$ cat src/rtl/sbb_ram.sv
// Generic simple dual-port RAM: one write port, one read port with
// registered read data. No dependencies.
module sbb_ram #(
  parameter int WIDTH = 8,
  parameter int DEPTH = 256,
  localparam int AW = $clog2(DEPTH)
) (
  input  logic             clk,
  input  logic             we,
  input  logic [AW-1:0]    waddr,
  input  logic [WIDTH-1:0] wdata,
  input  logic             re,
  input  logic [AW-1:0]    raddr,
  output logic [WIDTH-1:0] rdata
);

  logic [WIDTH-1:0] mem [DEPTH];
  logic [WIDTH-1:0] rdata_r;

  // Write port and registered read port; read data holds when idle
  always_ff @(posedge clk) begin
    if (we) begin
      mem[waddr] <= wdata;
    end
    if (re) begin
      rdata_r <= mem[raddr];
    end
  end

  assign rdata = rdata_r;

endmodule

$ cat config.mk
export PLATFORM = sky130hd
export DESIGN_NAME = sbb_ram
export DESIGN_NICKNAME = d
export VERILOG_FILES = /design/src/rtl/sbb_ram.sv
export SDC_FILE = /design/constraint.sdc
export NUM_CORES = 2
export LEC_CHECK = 0
export ABC_AREA = 0
export BUFFER_PORTS_ARGS = -buffer_cell sky130_fd_sc_hd__buf_2
export CAP_MARGIN = 0
export CORE_MARGIN = 1.5
export CORE_UTILIZATION = 50
export DETAILED_ROUTE_END_ITERATION = 12
export PLACE_DENSITY = 0.76
export SETUP_SLACK_MARGIN = 0.15
export SYNTH_ARGS = -nofsm -noshare
export SYNTH_HDL_FRONTEND = slang
export SYNTH_SLANG_ARGS = --single-unit
$ cat constraint.sdc
create_clock -name clk -period 2.2 [get_ports clk]
set_input_delay 0.11 -clock clk [delete_from_list [all_inputs] [get_ports clk]]
set_output_delay 0.11 -clock clk [all_outputs]
set_load 0.02 [all_outputs]
==> results_dict.tcl <==
set metrics [dict create \
    grt_pass1_vias 42490 \
    switching_share 0.2152 \
    ant_nets 0 \
    cp-start-kind "flop" \
    synthesis.nets 3760 \
    vdd_drop_max_uv 825.8 \
    drv_cap 0 \
    dieWidth_um 402.1 \
    p_per_area_nw_per_um2 853.5 \
    avgViaCountPerCell 6.319 \
    die_h_um 402.1 \
    pwr-share-comb 0.058 \
    drive_gt1_frac 0.3352 \
    use_met3 0.05373 \
    arrival_ns 2.97 \
    period_share 1.087 \
    post_cts_buffers 0 \
    worstSkewPairLatency_ns 0.84 \
    grt_busiest_layer "met2" \
    rsz0062_at_grt "true" \
    outcome "complete, but fails checks" \
    finalWirelength_um 198700 \
    critical_path_class "reg2reg" \
    synthCells 3733 \
    fmax_ghz 0.4184 \
    gr-usage-all-layers 0.2461 \
    tns_ns -1.299 \
    seq_power_share 0.538 \
    hold_viol 0 \
    layout_commonest_cell "edfxtp_1" \
    yosys_warnings 0 \
    gp_congestion 0.8837 \
    finish.net_count 4491 \
    synth-seq-cells 2056 \
    grt_max_degree 102 \
    fin_area_um2 94280 \
    antenna_found_initial 11 \
    p_sw_mw 17.31 \
    htreeDepth 4 \
    dieArea_um2 161700 \
    layout_common_cells "edfxtp_1 (2,056), buf_4 (634), mux4_2 (455)" \
    fin_worst_skew_ns 0.03458 \
    synth_seq_area_share 0.7753 \
    drt_iter0_drc 5937 \
    maxSlewHeadroom 0.3729 \
    numCtsBuffers 193 \
    io_pins 35 \
    endpoint_kind "flop" \
    rows 146 \
    cts.sink_count 2056 \
    synth_cell_type_count 54 \
    wl_per_cell_um 29.65 \
    gr-usage-met2 0.3883 \
    async_flop_share 0 \
    met1_usage 0.3386 \
    cts_root_buf "clkbuf_16" \
    p_int_mw 63.15 \
    min_period_ns 2.390 \
    syn_area_um2 79640 \
    drt-pass1-iter-count 6 \
    violations "negative setup slack" \
    synth_edf_count 2056 \
    setup_slack_ns -0.1903 \
    pwr-share-clk 0.404 \
    final_max_slew_viol_count 0 \
    drc_errors 0 \
    area_delta_synth_final_pct 18.39 \
    clockBufferDepth 3 \
    finalSetupViolations 8 \
    port_buffers 34 \
    worst_slew_pin_slew_ns 0.9407 \
    synth-main-ff-cell "edfxtp_1" \
    hold_path.class "in2reg" \
    avgSynthCellArea_um2 21.33 \
    placed_cell_area_um2 87550 \
    overflow 0 \
    core-area_um2 158200 \
    critPathRequiredTime_ns 2.78 \
    vias 42338 \
    grt_pass1_wl_um 289200 \
    leakagePower_nw 30.62 \
    place_hpwl_um 127100 \
    initial_core_util 0.5034 \
    cts_tree "yes" \
    cp_max_fo 1 \
    path_clk_slew_ns 0.06 \
]
-- worst max-delay path, stage by stage (launching register included) --
cell	delay, ns
edfxtp_1	0.36
mux4_2	0.51
mux4_2	0.51
nor2_1	0.15
a2111oi_2	0.07
nor3_1	0.42
nor4_2	0.10
-- per-layer routing --
| layer | part of all wire | vias up | wire length, um |
|---|---|---|---|
| li1 | - | 17168 | - |
| met1 | 0.37 | 21960 | 73210 |
| met2 | 0.48 | 2752 | 95290 |
| met3 | 0.11 | 452 | 22140 |
| met4 | 0.040 | 6 | 8014 |
| met5 | 0.00015 | - | 30 |
-- power by group through the flow --
stage	Clock [mW]	Sequential [mW]	Combinational, mW
finish	32.5	43.3	4.69
global route	34.2	43.2	4.88
CTS	32.8	43.3	4.60
detailed placement	0	44.1	4.47
global placement	0	44.1	4.37
floorplan	0	44.1	2.16
-- path summary, 6_finish.rpt --
path / from / to / slack, ns / depth (start not counted)
max: mem[136][7] / rdata[7] / -0.19 / 6
min: waddr[7] / mem[252][3] / 0.12 / 4
max reg2reg: mem[136][7] / rdata[7] / -0.19 / 6
min reg2reg: mem[198][6] / rdata[6] / 1.28 / 6
-- synth_stat cells, types with 27 or more instances --
| library cell | count | share of area |
|---|---|---|
| edfxtp_1 | 2056 | 0.78 |
| mux4_2 | 454 | 0.13 |
| nor2_1 | 282 | 0.013 |
| mux2i_1 | 134 | 0.017 |
| a22oi_1 | 133 | 0.013 |
| clkbuf_1 | 111 | 0.0052 |
| a21oi_1 | 96 | 0.0060 |
| o221ai_1 | 46 | 0.0051 |
| nand3_1 | 34 | 0.0021 |
| nand2_1 | 33 | 0.0016 |
| buf_2 | 31 | 0.0019 |
| nor2b_1 | 31 | 0.0024 |
| o22ai_1 | 28 | 0.0022 |
| buf_4 | 27 | 0.0025 |
-- repair_timing --
action | in CTS | in global routing
hold endpoints to repair | 950 | 0
resized for setup | 41 | 31
pin swaps | 16 | 18
hold buffers | 17 | 0
endpoints found under the setup margin | 8 | 8
-- flip-flops by register name, summed over array words and instances, names as in the netlist --
name,count
rdata,8
mem,2048
-- per-stage QoR --
stage,setup slack (ns),util,instances,hold slack [ns],total power [mW]
finish,-0.1903,0.5960,6700,0.1211,80.47
global route,-0.2327,0.5959,6696,0.08986,82.37
CTS,-0.2595,0.5948,6696,0.06549,80.68
detailed placement,-1.111,0.5534,6324,0.4320,48.56
global placement,-1.056,0.5534,6324,0.4220,48.45
floorplan,0.1326,-,3733,0.2089,46.24
-- area by class of cell --
type                            count  area [um^2]
Fill cell                       10720        63920
Sequential cell                  2056        61740
Multi-Input combinational cell   1442        16920
Tap cell                         2072         2592
Clock inverter                    124         1144
Timing Repair Buffer              769         6869
Inverter                            2        7.507
Clock buffer                      231         4994
Antenna cell                        4        10.01
-- kinds of logic after synthesis --
logic type             synth area share
muxes                            0.1460
DFF                              0.7753
AOI/OAI and AO/OA               0.03416
and+or+nand+nor                 0.02625
buffers and inverters           0.01829
(Power assumes the default switching activity.)
