===== config.mk =====
export PLATFORM = sky130hd
export DESIGN_NAME = sbb_seq
export DESIGN_NICKNAME = d
export VERILOG_FILES = /design/src/rtl/sbb_pkg.sv /design/src/rtl/sbb_seq.sv
export SDC_FILE = /design/constraint.sdc
export NUM_CORES = 1
export LEC_CHECK = 0
export ABC_AREA = 1
export BUFFER_PORTS_ARGS = -buffer_cell sky130_fd_sc_hd__buf_2
export CAP_MARGIN = 20
export CORE_MARGIN = 4
export CORE_UTILIZATION = 30
export CTS_CLUSTER_DIAMETER = 80
export DETAILED_ROUTE_END_ITERATION = 16
export GPL_TIMING_DRIVEN = 0
export PLACE_DENSITY_LB_ADDON = 0.08
export SLEW_MARGIN = 15
export SYNTH_ARGS = -nofsm -noshare
export SYNTH_HDL_FRONTEND = slang
export SYNTH_SLANG_ARGS = --single-unit

===== constraint.sdc =====
create_clock -name clk -period 6 [get_ports clk]
set_clock_uncertainty 0.15 [all_clocks]
set_input_delay 0.3 -clock clk [delete_from_list [all_inputs] [get_ports clk]]
set_output_delay 0.3 -clock clk [all_outputs]
set_load 0.02 [all_outputs]

===== src/rtl/sbb_pkg.sv =====
// Package for the separable box blur block: item types, codes, widths and
// the control structs passed between the sequencer and the datapath.
// No dependencies; the sequencer, datapath and top level import it.
package sbb_pkg;

  // Default frame limits, handed to the top-level parameters
  localparam int DEF_MAX_WIDTH  = 256;
  localparam int DEF_MAX_HEIGHT = 256;

  // Field and datapath widths
  localparam int PIX_W      = 8;
  localparam int CFG_W      = 9;   // image_width / image_height registers
  localparam int RAD_W      = 7;   // radius register
  localparam int DIM_W      = 13;  // holds any dimension up to 4096 and any 9-bit value
  localparam int POS_W      = DIM_W + 1;  // signed window position
  localparam int SUM_W      = 16;  // window sum, at most 254 * 255
  localparam int QUOT_W     = 8;   // quotient bits
  localparam int DIV_STAGES = QUOT_W;  // one quotient bit per divider stage
  localparam int CFG_ADDR_W = 4;
  localparam int APB_DATA_W = 32;

  // Request action codes
  localparam logic [1:0] ACT_WRITE = 2'd0;
  localparam logic [1:0] ACT_RUN   = 2'd1;
  localparam logic [1:0] ACT_READ  = 2'd2;

  // Result status codes
  localparam logic [1:0] ST_OK    = 2'd0;
  localparam logic [1:0] ST_SKIP  = 2'd1;
  localparam logic [1:0] ST_RANGE = 2'd2;

  // Register indexes (byte address / 4)
  localparam logic [1:0] REG_WIDTH  = 2'd0;
  localparam logic [1:0] REG_HEIGHT = 2'd1;
  localparam logic [1:0] REG_RADIUS = 2'd2;

  typedef struct packed {
    logic [1:0]       action;
    logic [7:0]       column;
    logic [7:0]       row_index;
    logic [PIX_W-1:0] pixel_in;
  } in_item_t;

  typedef struct packed {
    logic [PIX_W-1:0] pixel_out;
    logic [1:0]       status;
  } out_item_t;

  // Sequencer states
  typedef enum logic [2:0] {
    SEQ_IDLE,
    SEQ_INIT,
    SEQ_SUB,
    SEQ_ADD,
    SEQ_DRAIN
  } seq_state_t;

  // Accumulator operation carried with each memory read
  typedef enum logic [1:0] {
    ACC_LOAD,   // first pixel of a line: sum = pixel
    ACC_ADD,    // prime the window
    ACC_SUB,    // pixel leaving the window
    ACC_EMIT    // pixel entering the window, then divide and store
  } acc_op_t;

  typedef struct packed {
    logic    valid;
    acc_op_t op;
    logic    pass;   // 0 row pass, 1 column pass
  } seq_req_t;

  typedef struct packed {
    logic             valid;
    logic             pass;
    logic [PIX_W-1:0] data;
  } dp_wr_t;

endpackage


===== src/rtl/sbb_seq.sv =====
// Blur sequencer: walks every row, then every column; except while draining, it
// issues one read per cycle, with accumulator op and store address. Uses sbb_pkg.
module sbb_seq #(
  parameter int MAX_WIDTH  = sbb_pkg::DEF_MAX_WIDTH,
  parameter int MAX_HEIGHT = sbb_pkg::DEF_MAX_HEIGHT,
  localparam int CW = $clog2(MAX_WIDTH),
  localparam int RW = $clog2(MAX_HEIGHT),
  localparam int AW = CW + RW
) (
  input  logic                      clk,
  input  logic                      rst_n,
  input  logic                      start,
  input  logic [sbb_pkg::DIM_W-1:0] eff_w,
  input  logic [sbb_pkg::DIM_W-1:0] eff_h,
  input  logic [sbb_pkg::RAD_W-1:0] radius,
  input  logic                      pipe_busy,
  output logic                      busy,
  output sbb_pkg::seq_req_t         req,
  output logic [AW-1:0]             raddr,
  output logic [AW-1:0]             waddr
);
  import sbb_pkg::*;

  seq_state_t              state_r, state_nxt;
  logic                    pass_r, pass_nxt;
  logic [DIM_W-1:0]        line_r, line_nxt;
  logic [DIM_W-1:0]        idx_r, idx_nxt;
  logic signed [POS_W-1:0] pos_r, pos_nxt;

  logic [DIM_W-1:0]        len, lines, cl;
  logic signed [POS_W-1:0] rad_s, idx_s, rd_pos;

  assign rad_s = $signed(POS_W'(radius));
  assign idx_s = $signed(POS_W'(idx_r));
  assign len   = pass_r ? eff_h : eff_w;
  assign lines = pass_r ? eff_w : eff_h;

  // Window position of this cycle's read, clamped to the line
  always_comb begin
    case (state_r)
      SEQ_INIT: rd_pos = pos_r;
      SEQ_SUB:  rd_pos = idx_s - rad_s;
      default:  rd_pos = idx_s + rad_s;
    endcase
    if (rd_pos < 0) begin
      cl = '0;
    end else if (rd_pos >= $signed({1'b0, len})) begin
      cl = len - DIM_W'(1);
    end else begin
      cl = DIM_W'(rd_pos);
    end
  end

  // Row pass: line is the row; column pass: line is the column
  always_comb begin
    if (pass_r) begin
      raddr = {cl[RW-1:0], line_r[CW-1:0]};
      waddr = {idx_r[RW-1:0], line_r[CW-1:0]};
    end else begin
      raddr = {line_r[RW-1:0], cl[CW-1:0]};
      waddr = {line_r[RW-1:0], idx_r[CW-1:0]};
    end
  end

  always_ff @(posedge clk) begin
    if (!rst_n) begin
      state_r <= SEQ_IDLE;
      pass_r  <= 1'b0;
      line_r  <= '0;
      idx_r   <= '0;
      pos_r   <= '0;
    end else begin
      state_r <= state_nxt;
      pass_r  <= pass_nxt;
      line_r  <= line_nxt;
      idx_r   <= idx_nxt;
      pos_r   <= pos_nxt;
    end
  end

  // Next state and read requests
  always_comb begin
    state_nxt = state_r;
    pass_nxt  = pass_r;
    line_nxt  = line_r;
    idx_nxt   = idx_r;
    pos_nxt   = pos_r;
    req.valid = 1'b0;
    req.op    = ACC_ADD;
    req.pass  = pass_r;
    case (state_r)
      SEQ_IDLE: begin
        if (start) begin
          state_nxt = SEQ_INIT;
          pass_nxt  = 1'b0;
          line_nxt  = '0;
          pos_nxt   = -rad_s;
        end
      end
      SEQ_INIT: begin
        // prime the window with positions -r .. r-1
        req.valid = 1'b1;
        req.op    = (pos_r == -rad_s) ? ACC_LOAD : ACC_ADD;
        if (pos_r == rad_s - POS_W'(1)) begin
          state_nxt = SEQ_SUB;
          idx_nxt   = '0;
        end else begin
          pos_nxt = pos_r + POS_W'(1);
        end
      end
      SEQ_SUB: begin
        req.valid = 1'b1;
        req.op    = ACC_SUB;
        state_nxt = SEQ_ADD;
      end
      SEQ_ADD: begin
        req.valid = 1'b1;
        req.op    = ACC_EMIT;
        if (idx_r == len - DIM_W'(1)) begin
          if (line_r == lines - DIM_W'(1)) begin
            state_nxt = SEQ_DRAIN;
          end else begin
            line_nxt  = line_r + DIM_W'(1);
            pos_nxt   = -rad_s;
            state_nxt = SEQ_INIT;
          end
        end else begin
          idx_nxt   = idx_r + DIM_W'(1);
          state_nxt = SEQ_SUB;
        end
      end
      SEQ_DRAIN: begin
        // column pass reads what the row pass wrote: wait for the last store
        if (!pipe_busy) begin
          if (!pass_r) begin
            pass_nxt  = 1'b1;
            line_nxt  = '0;
            pos_nxt   = -rad_s;
            state_nxt = SEQ_INIT;
          end else begin
            state_nxt = SEQ_IDLE;
          end
        end
      end
      default: begin
        state_nxt = SEQ_IDLE;
      end
    endcase
  end

  assign busy = (state_r != SEQ_IDLE);

endmodule


==> results.md <==
- Status: complete, no violations
- Num CTS Buffers: 5
- Levels on crit path: 25
- Post-cts resize count: 0
- Reg power frac: 0.202
- Via count: 7222
- Post-DRT Antenna Nets: 0
- Clk buf depth: 2
- Sequential fraction of the synthesis area: 0.143
- Via density: 4.91
- R2R Path End: pos_r[13]
- CTS tree: done
- Largest stage delay, worst path: 0.37 ns
- Unrepaired setup endpoints after global routing: no
- Die Area: 0.0229 mm^2
- Crit path buf inv count: 3
- Clk_lat worst skew: 0.28 ns
- Most used DFF post-synth: dfxtp_1
- Crit path launch: state_r[2]
- Global-route wire length before repair: 37600 um
- Final setup TNS: 0 ns
- Initial Util: 0.305
- Reg2reg start: pass_r
- Slew @ Worst Pin: 0.706 ns
- Worst hold margin: 0.176 ns
- Share of layout cells above drive strength 1: 0.122
- DR top layer: met4
- All-Layer GR Usage: 0.211
- Worst Setup EP: raddr[0]
- Worst Setup Start Kind: register
- Reg2Reg Setup Slack: 2.53 ns
- Fin. Hold Viols: 0
- Cell area power density: 317 mW/mm^2
- Post-synthesis register bit count: 44
- Post-synth EDFFs: 0
- First-pass DRT Iterations: 5
- Async SR Flop Fraction: 0
- Final Instance Area: 0.00703 mm^2
- Post-CTS Hold Buffers: 0
- Clock Pin Slew Worst Setup and Hold Paths: 0.06 ns
- Die X: 151 um
- Crit path capture type: primary output
- Syn Std Cell Area: 0.00617 mm^2
- Layout area overhead: 13.8%
- Worst EP required: 5.55 ns
- Die height: 151 um
- Final Max Tran Viols: 0
- Nets@finish: 1270
- Worst-case vdd ir drop: 0.181 mV
- Root Driver: clkbuf_16
- Synth warn: 0
- Reg2Reg Depth: 20
- Internal: 0.000988 W
- Finished Layout Cells: 1471
- Wire length on met3: 1030 um
- Clock period minus final worst setup slack: 5.45 ns
- Yosys top cell by area: nand2_1
- Worst Path Max Fanout: 10
- Setup Buffers After CTS: 0
- Final setup viols: 0
- Final Core Density: 0.347
- Port bufs: 72
- CP max-delay cell: ha_1
- Fill count: 2377
- Crit path arrival time: 5.00 ns
- Final worst-path cycle share: 0.908
- Largest net degree at the start of global routing: 13
- Sink Count: 44
- Critical path type: register to primary output
- Worst slew margin: 0.524
- Routability cong.: 0.943
- # diodes: 0
- Leakage: 3.37 nW
- Vias in the first global route: 6690
- Number of remaining DRC errors: 0
- Num rows: 52
- Core area: 0.0202 mm^2
- DP Area: 0.00687 mm^2
- Initial antenna violation count: 0
- Post-Syn Instances: 1121
- H-tree levels: 2
- Unique masters post-synth: 44
- Routed wl met2: 10800 um
- Initial DRC Count: 431
- Max cap viols: 0
- Hold Path Class: input port to register
- Post-Route WL: 24300 um
- Met1 WL: 12200 um
- Syn Area/Cell: 5.51 um^2
- Synth top area share: 0.235
- Wirelength per Cell: 16.5 um
- Post-synth net total: 1191
- CP most frequent cell: nand2_1
- Dpl hpwl: 20500 um
- Psw: 0.00124 W
- Ports: 74
- Max frequency: 184 MHz
- Grt total ovfl: 0
- Synth top area cells: nand2_1 (23%), dfxtp_1 (14%), nor2_1 (7.9%), nand3_1 (7.8%), inv_1 (6.5%)
- Cells after DPL: 1463
- Top cell family by delay on the critical path: simple AND/OR/NAND/NOR gates
- Combinational share of power: 0.671
- Clock power frac: 0.126
- Switching share of power: 0.557
==> Yosys cell counts, types with 2 or more instances <==
cell	instances
nor2_2	8
inv_2	7
buf_6	9
xor2_1	40
clkinv_1	2
clkbuf_1	16
buf_4	6
nor3b_1	2
nand2_1	386
nor3_1	19
ha_1	32
o21ai_2	8
nand3_2	3
a31oi_1	4
nor2_4	2
nand3_1	96
nand3b_1	3
nand4_1	22
o21a_1	3
o21ai_1	5
buf_2	5
nand2_4	2
buf_1	2
nor2_1	130
o21bai_1	3
a21oi_1	63
o31ai_1	4
nor4_1	2
nand2_2	9
o21ai_0	57
xnor2_1	7
inv_1	107
or2_2	2
o22ai_1	2
dfxtp_1	44
==> power by group through the flow <==
| stage | Sequential, W | Clock, W | Combinational, W |
|---|---|---|---|
| global route | 0.000458 | 0.000301 | 0.00167 |
| finish | 0.000450 | 0.000281 | 0.00150 |
| CTS | 0.000447 | 0.000294 | 0.00148 |
| global placement | 0.000453 | 0 | 0.00148 |
| detailed placement | 0.000455 | 0 | 0.00148 |
| floorplan | 0.000419 | 0 | 0.00103 |
==> placed cells by master (no fill, tap or decap), types with 6 or more instances in the layout <==
cell type,count
a21oi_1,63
buf_2,77
buf_4,6
buf_6,9
clkbuf_1,17
dfxtp_1,44
ha_1,32
inv_1,107
inv_2,7
nand2_1,384
nand2_2,11
nand3_1,96
nand4_1,22
nor2_1,129
nor2_2,9
nor3_1,19
o21ai_0,56
o21ai_1,6
o21ai_2,8
xnor2_1,7
xor2_1,40
==> worst min-delay path: cells and delay by family <==
kind / cells / cell delay [ns]
buffers and inverters: 2 / 0.12
AO/OA/AOI/OAI: 1 / 0.07
AND/OR/NAND/NOR: 1 / 0.06
==> worst min path at each step <==
stage	from	endpoint	slack, ns	depth (start not counted)
finish	pipe_busy	pass_r	0.18	4
CTS	pipe_busy	pass_r	0.16	4
detailed placement	line_r[12]	line_r[12]	0.38	2
global placement	line_r[3]	line_r[3]	0.37	2
floorplan	line_r[12]	line_r[12]	0.32	2
global route	pipe_busy	pass_r	0.19	4
==> logic make-up (layout without fill, tap and decap cells) <==
family                     Yosys count  after routing  share of synthesized area
DFF                                 44             44                      0.143
adders and majority gates           33             33                     0.0681
xor gates and xnor gates            47             47                     0.0667
AOI/OAI and AO/OA                  152            152                      0.135
and+or+nand+nor                    690            690                      0.478
buffers and inverters              155            235                      0.110
==> stage by stage <==
step	setup slack [ns]	power, W
6_report	0.551	0.00223
3_5_place_dp	0.424	0.00193
3_3_place_gp	0.378	0.00193
5_1_grt	0.0265	0.00243
4_1_cts	0.110	0.00223
2_1_floorplan	1.47	0.00145
==> state kept, by name (all words and copies together) (netlist names) <==
signal and flops:
pos_r 14, idx_r 13, line_r 13, state_r 3, pass_r 1
==> layout make-up <==
cell class                      count  area, um^2  area share
Tap cell                          270         338      0.0481
Timing Repair Buffer               72         360      0.0513
Clock buffer                        8         146      0.0208
Inverter                          117         440      0.0627
Buffer                             38         240      0.0342
Sequential cell                    44         881       0.125
Multi-Input combinational cell    922        4620       0.658
==> metal layers <==
layer / vias to the layer above / GRT usage
met5: - / 0
met4: 0 / 0.0390
met3: 19 / 0.0178
met2: 158 / 0.342
met1: 3266 / 0.308
li1: 3779 / -
Note: power is estimated with default switching activity, not from simulation.
