File: config.mk
export PLATFORM = sky130hd
export DESIGN_NAME = sbb_dp
export DESIGN_NICKNAME = d
export VERILOG_FILES = /design/src/rtl/sbb_pkg.sv /design/src/rtl/sbb_dp.sv
export SDC_FILE = /design/constraint.sdc
export NUM_CORES = 1
export LEC_CHECK = 0
export BUFFER_PORTS_ARGS = -buffer_cell sky130_fd_sc_hd__buf_2
export CAP_MARGIN = 20
export CORE_ASPECT_RATIO = 0.9
export CORE_MARGIN = 10
export CORE_UTILIZATION = 57
export DETAILED_ROUTE_END_ITERATION = 7
export HOLD_SLACK_MARGIN = 0.1
export PLACE_DENSITY = 0.75
export SYNTH_ARGS = -nofsm -noshare
export SYNTH_HDL_FRONTEND = slang
export SYNTH_SLANG_ARGS = --single-unit
File: constraint.sdc
create_clock -name clk -period 5.1 [get_ports clk]
set_input_delay 0 -clock clk [delete_from_list [all_inputs] [get_ports clk]]
set_output_delay 0 -clock clk [all_outputs]
set_load 0.01 [all_outputs]
File: src/rtl/sbb_pkg.sv
// Package for the separable box blur block: item types, codes, widths and
// the control structs passed between the sequencer and the datapath.
// No dependencies; the sequencer, datapath and top level import it.
package sbb_pkg;

  // Default frame limits, handed to the top-level parameters
  localparam int DEF_MAX_WIDTH  = 256;
  localparam int DEF_MAX_HEIGHT = 256;

  // Field and datapath widths
  localparam int PIX_W      = 8;
  localparam int CFG_W      = 9;   // image_width / image_height registers
  localparam int RAD_W      = 7;   // radius register
  localparam int DIM_W      = 13;  // holds any dimension up to 4096 and any 9-bit value
  localparam int POS_W      = DIM_W + 1;  // signed window position
  localparam int SUM_W      = 16;  // window sum, at most 254 * 255
  localparam int QUOT_W     = 8;   // quotient bits
  localparam int DIV_STAGES = QUOT_W;  // one quotient bit per divider stage
  localparam int CFG_ADDR_W = 4;
  localparam int APB_DATA_W = 32;

  // Request action codes
  localparam logic [1:0] ACT_WRITE = 2'd0;
  localparam logic [1:0] ACT_RUN   = 2'd1;
  localparam logic [1:0] ACT_READ  = 2'd2;

  // Result status codes
  localparam logic [1:0] ST_OK    = 2'd0;
  localparam logic [1:0] ST_SKIP  = 2'd1;
  localparam logic [1:0] ST_RANGE = 2'd2;

  // Register indexes (byte address / 4)
  localparam logic [1:0] REG_WIDTH  = 2'd0;
  localparam logic [1:0] REG_HEIGHT = 2'd1;
  localparam logic [1:0] REG_RADIUS = 2'd2;

  typedef struct packed {
    logic [1:0]       action;
    logic [7:0]       column;
    logic [7:0]       row_index;
    logic [PIX_W-1:0] pixel_in;
  } in_item_t;

  typedef struct packed {
    logic [PIX_W-1:0] pixel_out;
    logic [1:0]       status;
  } out_item_t;

  // Sequencer states
  typedef enum logic [2:0] {
    SEQ_IDLE,
    SEQ_INIT,
    SEQ_SUB,
    SEQ_ADD,
    SEQ_DRAIN
  } seq_state_t;

  // Accumulator operation carried with each memory read
  typedef enum logic [1:0] {
    ACC_LOAD,   // first pixel of a line: sum = pixel
    ACC_ADD,    // prime the window
    ACC_SUB,    // pixel leaving the window
    ACC_EMIT    // pixel entering the window, then divide and store
  } acc_op_t;

  typedef struct packed {
    logic    valid;
    acc_op_t op;
    logic    pass;   // 0 row pass, 1 column pass
  } seq_req_t;

  typedef struct packed {
    logic             valid;
    logic             pass;
    logic [PIX_W-1:0] data;
  } dp_wr_t;

endpackage

File: src/rtl/sbb_dp.sv
// Blur datapath: running window sum over the memory read stream, then an
// eight-stage restoring divider by 2*radius feeding the store. Uses sbb_pkg.
module sbb_dp #(
  parameter int AW = 16
) (
  input  logic                      clk,
  input  logic                      rst_n,
  input  sbb_pkg::seq_req_t         req,
  input  logic [AW-1:0]             waddr,
  input  logic [sbb_pkg::PIX_W-1:0] src_rdata,
  input  logic [sbb_pkg::PIX_W-1:0] part_rdata,
  input  logic [sbb_pkg::RAD_W-1:0] radius,
  output sbb_pkg::dp_wr_t           wr,
  output logic [AW-1:0]             wr_addr,
  output logic                      busy
);
  import sbb_pkg::*;

  // Request tag, aligned with the RAM read data
  logic             t_valid_r;
  acc_op_t          t_op_r;
  logic             t_pass_r;
  logic [AW-1:0]    t_addr_r;

  logic [PIX_W-1:0] rd_pix;
  logic [SUM_W-1:0] sum_r, sum_nxt;
  logic [SUM_W-1:0] divisor;

  logic [DIV_STAGES:0] div_valid_r;
  logic [SUM_W-1:0]    div_rem_r  [DIV_STAGES+1];
  logic [QUOT_W-1:0]   div_q_r    [DIV_STAGES+1];
  logic [AW-1:0]       div_addr_r [DIV_STAGES+1];
  logic                div_pass_r [DIV_STAGES+1];

  logic [SUM_W-1:0]    step_sh  [DIV_STAGES];
  logic [SUM_W-1:0]    step_rem [DIV_STAGES];
  logic [QUOT_W-1:0]   step_q   [DIV_STAGES];

  assign rd_pix  = t_pass_r ? part_rdata : src_rdata;
  assign divisor = SUM_W'({radius, 1'b0});

  // Window sum update
  always_comb begin
    case (t_op_r)
      ACC_LOAD: sum_nxt = SUM_W'(rd_pix);
      ACC_SUB:  sum_nxt = sum_r - SUM_W'(rd_pix);
      default:  sum_nxt = sum_r + SUM_W'(rd_pix);
    endcase
  end

  // One compare-subtract per stage, most significant quotient bit first
  always_comb begin
    for (int j = 0; j < DIV_STAGES; j++) begin
      step_sh[j] = divisor << (DIV_STAGES - 1 - j);
      if (div_rem_r[j] >= step_sh[j]) begin
        step_rem[j] = div_rem_r[j] - step_sh[j];
        step_q[j]   = div_q_r[j] | (QUOT_W'(1) << (DIV_STAGES - 1 - j));
      end else begin
        step_rem[j] = div_rem_r[j];
        step_q[j]   = div_q_r[j];
      end
    end
  end

  // Valid bits
  always_ff @(posedge clk) begin
    if (!rst_n) begin
      t_valid_r   <= 1'b0;
      div_valid_r <= '0;
    end else begin
      t_valid_r   <= req.valid;
      div_valid_r <= {div_valid_r[DIV_STAGES-1:0], t_valid_r && (t_op_r == ACC_EMIT)};
    end
  end

  // Payload
  always_ff @(posedge clk) begin
    t_op_r   <= req.op;
    t_pass_r <= req.pass;
    t_addr_r <= waddr;
    if (t_valid_r) begin
      sum_r <= sum_nxt;
    end
    div_rem_r[0]  <= sum_nxt;
    div_q_r[0]    <= '0;
    div_addr_r[0] <= t_addr_r;
    div_pass_r[0] <= t_pass_r;
    for (int j = 0; j < DIV_STAGES; j++) begin
      div_rem_r[j+1]  <= step_rem[j];
      div_q_r[j+1]    <= step_q[j];
      div_addr_r[j+1] <= div_addr_r[j];
      div_pass_r[j+1] <= div_pass_r[j];
    end
  end

  assign wr.valid = div_valid_r[DIV_STAGES];
  assign wr.pass  = div_pass_r[DIV_STAGES];
  assign wr.data  = div_q_r[DIV_STAGES];
  assign wr_addr  = div_addr_r[DIV_STAGES];
  assign busy     = t_valid_r || (|div_valid_r);

endmodule

==> load_flow_metrics.sql, run 1 <==
INSERT INTO impl_metrics (metric_group, metric, value, unit) VALUES
('run_status', 'run_status', 'completed', ''),
('clock_tree', 'clockRootBuffer', 'sky130_fd_sc_hd__clkbuf_16', ''),
('yosys', 'post_synth_instance_area', '12200', 'um2'),
('floorplan', 'num_rows', '50', ''),
('critical_path', 'worstPathMaxFanout', '17', ''),
('global_route', 'grt_pass1_wl', '35700', 'um'),
('yosys', 'yosysWarnings', '0', ''),
('sta', 'setup_tns', '0', 'ns'),
('clock_tree', 'post_cts.repair.setup_buffers', '0', ''),
('layout', 'finalCoreUtilization', '68.3', '%'),
('clock_tree', 'cts.sink_count', '362', ''),
('clock_tree', 'htree_levels', '2', ''),
('floorplan', 'coreArea', '21000', 'um2'),
('pwr', 'power.density_cell_area', '599', 'nW/um2'),
('worst_hold_path', 'hold_path_end', 'div_rem_r[0][55]', ''),
('sta', 'clock-skew-final', '0.0150', 'ns'),
('sta', 'timing_worst_slew_pin_value', '1.01', 'ns'),
('clock_tree', 'clk_pin_slew_worst_paths', '0.07', 'ns'),
('sta', 'post-route-min-period', '3.82', 'ns'),
('critical_path', 'cp.required', '5.35', 'ns'),
('layout', 'final_net_count', '1316', ''),
('clock_tree', 'cts_resized', '0', ''),
('sta', 'post-route-period-util', '75.0', '%'),
('route', 'post_drt_wl_per_cell', '14.1', 'um'),
('layout', 'antennaDiodeCount', '0', ''),
('critical_path', 'worst_reg2reg_setup_slack', '1.28', 'ns'),
('critical_path', 'arrival', '4.07', 'ns'),
('layout', 'proportion_of_layout_cells_with_a_drive_suffix_above_1', '12.7', '%'),
('yosys', 'dominantRegCellSynth', 'sky130_fd_sc_hd__dfxtp_1', ''),
('critical_path', 'critical_path.max_stage_delay', '0.77', 'ns'),
('sta', 'rsz_0062_raised_after_global_routing', 'false', ''),
('sta', 'max-slew-margin-rel', '32.1', '%'),
('route', 'avgViaCountPerCell', '5.13', ''),
('global_route', 'antenna_found_initial', '0', ''),
('sta', 'maximum_clock_frequency', '262', 'MHz'),
('critical_path', 'ff2ff_path_depth', '11', ''),
('flow_run', 'max-cap-violations', '0', ''),
('route', 'detailedRoute.firstPassIterationCount', '4', ''),
('worst_hold_path', 'hold-path-cell-count', '3', ''),
('critical_path', 'timing.critical_path.slowest_stage_cell', 'sky130_fd_sc_hd__dfxtp_1', ''),
('critical_path', 'crit_family', 'compound AO/OA/AOI/OAI gates', ''),
('layout', 'layout.cells.most_common', 'sky130_fd_sc_hd__dfxtp_1', ''),
('yosys', 'yosys.cell_types.count', '65', ''),
('global_route', 'globalRouteTotalUtil', '15.2', '%'),
('yosys', 'asyncSetResetFlopFracSynth', '0', '%'),
('clock_tree', 'clk_latency', '0.51', 'ns'),
('global_route', 'grt_overflow_total', '0', ''),
('floorplan', 'floorplan.initialDensity', '58.3', '%'),
('worst_hold_path', 'hold_class', 'in2reg', ''),
('placed_design', 'gp_congestion', '0.874', ''),
('critical_path', 'timing.critical_path.to_type', 'flip-flop', ''),
('route', 'first_iter_violations', '366', ''),
('worst_hold_path', 'min_from', 'radius[1]', ''),
('critical_path', 'crit_path_class', 'reg2reg', ''),
('sta', 'pins_over_their_slew_limit', '0', ''),
('critical_path', 'crit_path_cell_trace', 'mux2_2, dlygate4sd3_1, ha_1, inv_1, fa_1, a211oi_1, o21bai_1, a21oi_1, o21ai_0, xnor2_1, nor2_1', ''),
('placed_design', 'place.detailed.hpwl', '14900', 'um'),
('pwr', 'vdd_drop_max', '0.000352', 'V'),
('global_route', 'first_global_vias', '7648', ''),
('floorplan', 'num_io_pins', '72', ''),
('pwr', 'leakage', '6.12', 'nW'),
('yosys', 'synth_seq_cells', '362', ''),
('route', 'postRouteAntennaNets', '0', ''),
('layout', 'layout_common_cells', 'sky130_fd_sc_hd__dfxtp_1, sky130_fd_sc_hd__o21ai_0, sky130_fd_sc_hd__ha_1', ''),
('floorplan', 'chipHeight', '159', 'um'),
('yosys', 'synth_sequential_area_ratio', '60.6', '%'),
('placed_design', 'port_buffers', '71', ''),
('sta', 'final-hold-violation-count', '0', ''),
('global_route', 'grt_start_max_net_pins', '20', ''),
('pwr', 'design_power_total', '8.57', 'mW'),
('yosys', 'synth_area_per_cell', '11.5', 'um2');
-- flip-flops by register name, indices dropped and copies added (netlist names) --
register and flops:
div_addr_r 144, div_rem_r 128, div_q_r 36, sum_r 16
t_addr_r 16, div_pass_r 9, div_valid_r 9, t_op_r 2
t_pass_r 1, t_valid_r 1
-- logic make-up after synthesis --
logic type / after synthesis / synth area share, %
compound gates: 226 / 11.4
xor+xnor: 55 / 3.94
mux: 24 / 2.09
buf+inv: 64 / 2.33
simple gates: 253 / 10.8
fa+ha+maj: 81 / 8.79
flops: 362 / 60.6
-- worst min-delay path, cell delays in order --
cell                      delay [ns]
sky130_fd_sc_hd__buf_2          0.29
sky130_fd_sc_hd__fa_1           0.22
sky130_fd_sc_hd__a21oi_1        0.05
-- metrics by stage --
stage | setup slack [ns] | hold slack [ns] | area [um2] | instances
after floorplan | 1.57 | 0.0277 | 12200 | 1065
after global placement | 1.48 | 0.102 | 12800 | 1399
after detailed placement | 1.45 | 0.104 | 12800 | 1399
after CTS | 1.33 | 0.110 | 14300 | 1496
after global routing | 0.947 | 0.123 | 14300 | 1498
final | 1.28 | 0.112 | 14300 | 1498
-- routing by layer --
metal  up-vias  share of wire, %  GRT usage (%)
li1       3973                 -              -
met3        59               4.2           3.34
met2       144                50           27.3
met5         -                 0              0
met4         0               3.4           6.76
met1      3509                42           16.7
-- final cells by class --
cell class              instances  area, um2
multi-input cells             639       4520
inverters                      39        146
flip-flops and latches        362       7410
well taps                     286        358
repair buffers                114        776
clock buffers                  43        936
fillers                      1551       6640
clock inverters                15        170
-- worst max-delay path by stage --
| stage | from | end | slack (ns) | cells after the start |
|---|---|---|---|---|
| 3_5_place_dp | t_pass_r | sum_r[7] | 1.45 | 11 |
| 6_report | t_pass_r | sum_r[14] | 1.28 | 11 |
| 3_3_place_gp | t_pass_r | sum_r[15] | 1.48 | 11 |
| 5_1_grt | t_pass_r | sum_r[14] | 0.95 | 11 |
| 2_1_floorplan | t_pass_r | sum_r[7] | 1.57 | 13 |
| 4_1_cts | t_pass_r | sum_r[14] | 1.33 | 11 |
-- report_power, final --
part           total, mW  switching, mW  leakage, nW  internal [mW]
sequential          3.82          0.306         3.06           3.51
combinational       2.27           1.19         2.51           1.09
clock               2.48           1.02        0.543           1.46
total               8.57           2.51         6.12           6.06
-- Yosys cell counts, drive strengths merged, types with 2 or more instances --
| cell | instances | area [um2] |
|---|---|---|
| a2111oi | 2 | 23.8 |
| a211oi | 6 | 45.0 |
| a21boi | 2 | 15.0 |
| a21o | 17 | 128 |
| a21oi | 53 | 265 |
| a31o | 3 | 26.3 |
| a31oi | 4 | 25.0 |
| and2 | 13 | 81.3 |
| and4 | 4 | 35.0 |
| buf | 13 | 92.6 |
| clkbuf | 12 | 45.0 |
| dfxtp | 346 | 6930 |
| edfxtp | 16 | 480 |
| fa | 8 | 160 |
| ha | 73 | 913 |
| inv | 39 | 146 |
| mux2 | 12 | 135 |
| mux2i | 12 | 120 |
| nand2 | 56 | 210 |
| nand2b | 12 | 75.1 |
| nand3 | 15 | 75.1 |
| nand3b | 2 | 15.0 |
| nand4 | 4 | 25.0 |
| nand4b | 2 | 17.5 |
| nor2 | 66 | 248 |
| nor2b | 14 | 87.6 |
| nor3 | 23 | 131 |
| nor3b | 2 | 15.0 |
| nor4 | 10 | 62.6 |
| nor4b | 5 | 43.8 |
| o21a | 22 | 165 |
| o21ai | 81 | 405 |
| o21bai | 4 | 30.0 |
| o31a | 9 | 78.8 |
| o31ai | 12 | 90.1 |
| o41ai | 2 | 17.5 |
| or2 | 2 | 12.5 |
| or3 | 10 | 72.6 |
| or3b | 2 | 17.5 |
| or4 | 6 | 48.8 |
| xnor2 | 26 | 228 |
| xor2 | 29 | 254 |
Note: power is estimated with default switching activity, not from simulation.
==> run 2, diff against run 1 <==
--- a/config.mk
+++ b/config.mk
@@ -5,6 +5,7 @@
 export SDC_FILE = /design/constraint.sdc
 export NUM_CORES = 1
 export LEC_CHECK = 0
+export ABC_AREA = 1
 export BUFFER_PORTS_ARGS = -buffer_cell sky130_fd_sc_hd__buf_2
 export CAP_MARGIN = 20
 export CORE_ASPECT_RATIO = 0.9
==> constraint.sdc (replaced) <==
create_clock -name clk -period 4 [get_ports clk]
set_input_delay 0 -clock clk [delete_from_list [all_inputs] [get_ports clk]]
set_output_delay 0 -clock clk [all_outputs]
set_load 0.01 [all_outputs]
==> run 2 against run 1 <==
Compared with the run above:
- clock skew decreased by 0.0046 ns
- final area grew 10%
- highest routed layer unchanged
- global-route usage rose by 1.8 points
- clock power is 37% higher
- sequential power increased by 28%
- critical path type unchanged
- combinational power rose by 66%
- maximum frequency rose by 13%
- via count rose by 29%
- hold slack better by 0.0080 ns
- sequential share of layout area fell by 4.9 points
- worst setup slack worse by 0.67 ns
==> load_flow_metrics.sql, run 2 <==
INSERT INTO impl_metrics (metric_group, metric, value, unit) VALUES
('floorplan', 'num_rows', '53', ''),
('layout', 'final_net_count', '1844', ''),
('placed_design', 'port_buffers', '71', ''),
('yosys', 'synth-edff-count', '16', ''),
('global_route', 'grt_start_max_net_pins', '19', ''),
('sta', 'max-slew-margin-rel', '38.5', '%'),
('clock_tree', 'cts_buffers', '35', ''),
('route', 'detail_route.wirelength', '25700', 'um'),
('yosys', 'synth_area_leader_cell', 'sky130_fd_sc_hd__dfxtp_1', ''),
('critical_path', 'timing.critical_path.to_type', 'flip-flop', ''),
('route', 'num_vias', '9916', ''),
('clock_tree', 'clock_tree.buffer_depth', '3', ''),
('global_route', 'grt_overflow_total', '0', ''),
('layout', 'synthToLayoutAreaGrowth', '17.4', '%'),
('clock_tree', 'cts.sink_count', '362', ''),
('yosys', 'yosysWarnings', '0', ''),
('clock_tree', 'cts_tree', 'built', ''),
('pwr', 'vdd_drop_max', '0.000387', 'V'),
('route', 'first_iter_violations', '596', ''),
('clock_tree', 'clk_latency', '0.52', 'ns'),
('critical_path', 'cp.required', '4.26', 'ns'),
('route', 'avgViaCountPerCell', '4.84', ''),
('layout', 'layout_common_cells', 'sky130_fd_sc_hd__nand2_1, sky130_fd_sc_hd__dfxtp_1, sky130_fd_sc_hd__inv_1', ''),
('yosys', 'post_synth_instance_area', '13500', 'um2'),
('global_route', 'antenna_found_initial', '0', ''),
('sta', 'post-route-period-util', '84.8', '%'),
('sta', 'rsz_0062_raised_after_global_routing', 'false', ''),
('yosys', 'post_synth_inst_count', '1580', ''),
('pwr', 'power.density_cell_area', '762', 'nW/um2'),
('sta', 'maximum_clock_frequency', '295', 'MHz'),
('floorplan', 'fp.dieW', '182', 'um'),
('clock_tree', 'clk_pin_slew_worst_paths', '0.06', 'ns'),
('clock_tree', 'htree_levels', '2', ''),
('yosys', 'yosys-top-cells-area', 'sky130_fd_sc_hd__dfxtp_1, sky130_fd_sc_hd__nand2_1, sky130_fd_sc_hd__ha_1', ''),
('route', 'drc', '0', ''),
('global_route', 'first_global_vias', '9502', ''),
('floorplan', 'design.die.area', '30200', 'um2'),
('pwr', 'relative_contribution_of_the_clock_network_to_total_power', '28.3', '%'),
('yosys', 'dominantRegCellSynth', 'sky130_fd_sc_hd__dfxtp_1', ''),
('sta', 'timing_worst_slew_pin_value', '0.922', 'ns'),
('critical_path', 'cp-start-kind', 'flip-flop', ''),
('run_status', 'run_status', 'completed', ''),
('floorplan', 'floorplan.initialDensity', '57.7', '%'),
('yosys', 'asyncSetResetFlopFracSynth', '0', '%'),
('pwr', 'pwr-share-seq', '40.6', '%'),
('yosys', 'synth.cells.most_frequent', 'sky130_fd_sc_hd__nand2_1, sky130_fd_sc_hd__dfxtp_1, sky130_fd_sc_hd__inv_1', ''),
('pwr', 'p_sw_share', '34.1', '%'),
('critical_path', 'arrival', '3.66', 'ns'),
('yosys', 'postSynthNetCount', '1706', ''),
('yosys', 'yosys.cell_types.count', '40', ''),
('sta', 'post-route-min-period', '3.39', 'ns'),
('pwr', 'power_switching', '4.12', 'mW'),
('layout', 'layout.cells.most_common', 'sky130_fd_sc_hd__nand2_1', ''),
('pwr', 'leakage', '7.89', 'nW'),
('floorplan', 'num_io_pins', '72', ''),
('yosys', 'area_fraction_of_the_dominant_cell_type_after_synthesis', '51.4', '%'),
('sta', 'final-hold-violation-count', '0', ''),
('sta', 'clock-skew-final', '0.0104', 'ns'),
('layout', 'top_register', 'div_addr_r', ''),
('layout', 'reg.largest.list', 'div_addr_r x144, div_rem_r x128, div_q_r x36', ''),
('placed_design', 'gp_congestion', '0.908', ''),
('worst_hold_path', 'hold_class', 'in2reg', ''),
('yosys', 'synth_area_per_cell', '8.53', 'um2'),
('layout', 'proportion_of_layout_cells_with_a_drive_suffix_above_1', '9.05', '%'),
('critical_path', 'crit_path_class', 'reg2reg', ''),
('sta', 'hold_slack', '0.120', 'ns'),
('route', 'detailedRoute.firstPassIterationCount', '5', ''),
('global_route', 'globalRouteTotalUtil', '17.0', '%'),
('route', 'postRouteAntennaNets', '0', ''),
('clock_tree', 'clockRootBuffer', 'sky130_fd_sc_hd__clkbuf_16', ''),
('layout', 'largest_reg_flops', '144', ''),
('layout', 'antennaDiodeCount', '0', ''),
('floorplan', 'chipHeight', '166', 'um'),
('yosys', 'synth_sequential_area_ratio', '55.0', '%'),
('yosys', 'synth_seq_cells', '362', ''),
('route', 'post_drt_wl_per_cell', '12.6', 'um'),
('sta', 'report.final.setup_viol', '0', ''),
('pwr', 'power.combinational.fraction', '31.2', '%'),
('global_route', 'grt_pass1_wl', '43200', 'um'),
('sta', 'setup_tns', '0', 'ns'),
('flow_run', 'max-cap-violations', '0', ''),
('placed_design', 'place.detailed.hpwl', '18600', 'um'),
('pwr', 'cell_internal_power', '7.94', 'mW'),
('critical_path', 'worstPathMaxFanout', '18', ''),
('yosys', 'yosys.cell_count.top_type', 'sky130_fd_sc_hd__nand2_1', ''),
('floorplan', 'coreArea', '23300', 'um2'),
('sta', 'pins_over_their_slew_limit', '0', '');
## run 2: power by group through the flow
stage	logic (mW)	clock network, mW	registers, mW
after floorplan	2.98	0	4.80
after global placement	3.57	0	4.95
after detailed placement	3.66	0	4.96
after CTS	3.73	3.50	4.89
after global routing	4.35	3.66	4.97
final	3.76	3.41	4.89
## run 2: area by class of cell
| cell class | instances | area, um2 |
|---|---|---|
| Multi-Input combinational cell | 987 | 5140 |
| Clock inverter | 17 | 215 |
| Tap cell | 302 | 378 |
| Clock buffer | 47 | 1030 |
| Fill cell | 1865 | 7530 |
| Timing Repair Buffer | 118 | 826 |
| Inverter | 214 | 803 |
| Sequential cell | 362 | 7410 |
## run 2: worst paths after layout
kind / to / slack (ns) / from / cells after the start
min reg2reg: div_addr_r[1][4] / 0.32 / div_addr_r[0][52] / 0
max: sum_r[14] / 0.61 / t_pass_r / 18
min: t_addr_r[15] / 0.12 / waddr[15] / 2
max reg2reg: sum_r[14] / 0.61 / t_pass_r / 18
## run 2: routing by layer
layer,wire length [um],GRT usage [%]
met3,1360,3.49
met5,0,0
met1,11600,20.7
met2,12300,29.5
met4,507,4.77
## run 2: repair_timing
action	in CTS	in global routing
hold buffers	47	0
setup endpoints to repair	0	1
setup buffers	0	0
resized for setup	0	1
endpoints found under the hold margin	47	0
## run 2: cell families after synthesis
logic type               count (synthesis)  share of synthesized area (%)
multiplexers                             1                         0.0743
AND/OR/NAND/NOR                        754                           23.2
XOR/XNOR                                35                           2.33
flip-flops                             362                           55.0
adder cells (fa/ha/maj)                 81                           7.97
buffers and inverters                  231                           6.83
AO/OA/AOI/OAI                          116                           4.59
## run 2: stage by stage
step	std cells	power [mW]	utilization, %	setup WS, ns	cell area, um2
after detailed placement	1936	8.62	60.4	0.909	14100
after global placement	1936	8.52	60.4	1.03	14100
after global routing	2047	13.0	67.7	0.194	15800
after floorplan	1580	7.78	-	1.31	13500
after CTS	2047	12.1	67.7	0.459	15800
final	2047	12.1	67.7	0.609	15800
## run 2: worst max-delay path: stages (launching register included)
cell	delay, ns
sky130_fd_sc_hd__dfxtp_2	0.49
sky130_fd_sc_hd__nand2_1	0.08
sky130_fd_sc_hd__o21ai_0	0.11
sky130_fd_sc_hd__dlygate4sd3_1	0.60
sky130_fd_sc_hd__inv_2	0.06
sky130_fd_sc_hd__nor2_2	0.11
sky130_fd_sc_hd__nand2_2	0.09
sky130_fd_sc_hd__nor3_1	0.16
sky130_fd_sc_hd__ha_1	0.25
sky130_fd_sc_hd__o21ai_0	0.18
sky130_fd_sc_hd__ha_1	0.31
sky130_fd_sc_hd__nand2_1	0.10
sky130_fd_sc_hd__nand2_1	0.06
sky130_fd_sc_hd__nand2_1	0.06
sky130_fd_sc_hd__nand2_1	0.07
sky130_fd_sc_hd__a21oi_1	0.18
sky130_fd_sc_hd__nand3_1	0.09
sky130_fd_sc_hd__nand2_1	0.06
sky130_fd_sc_hd__nor2_1	0.07
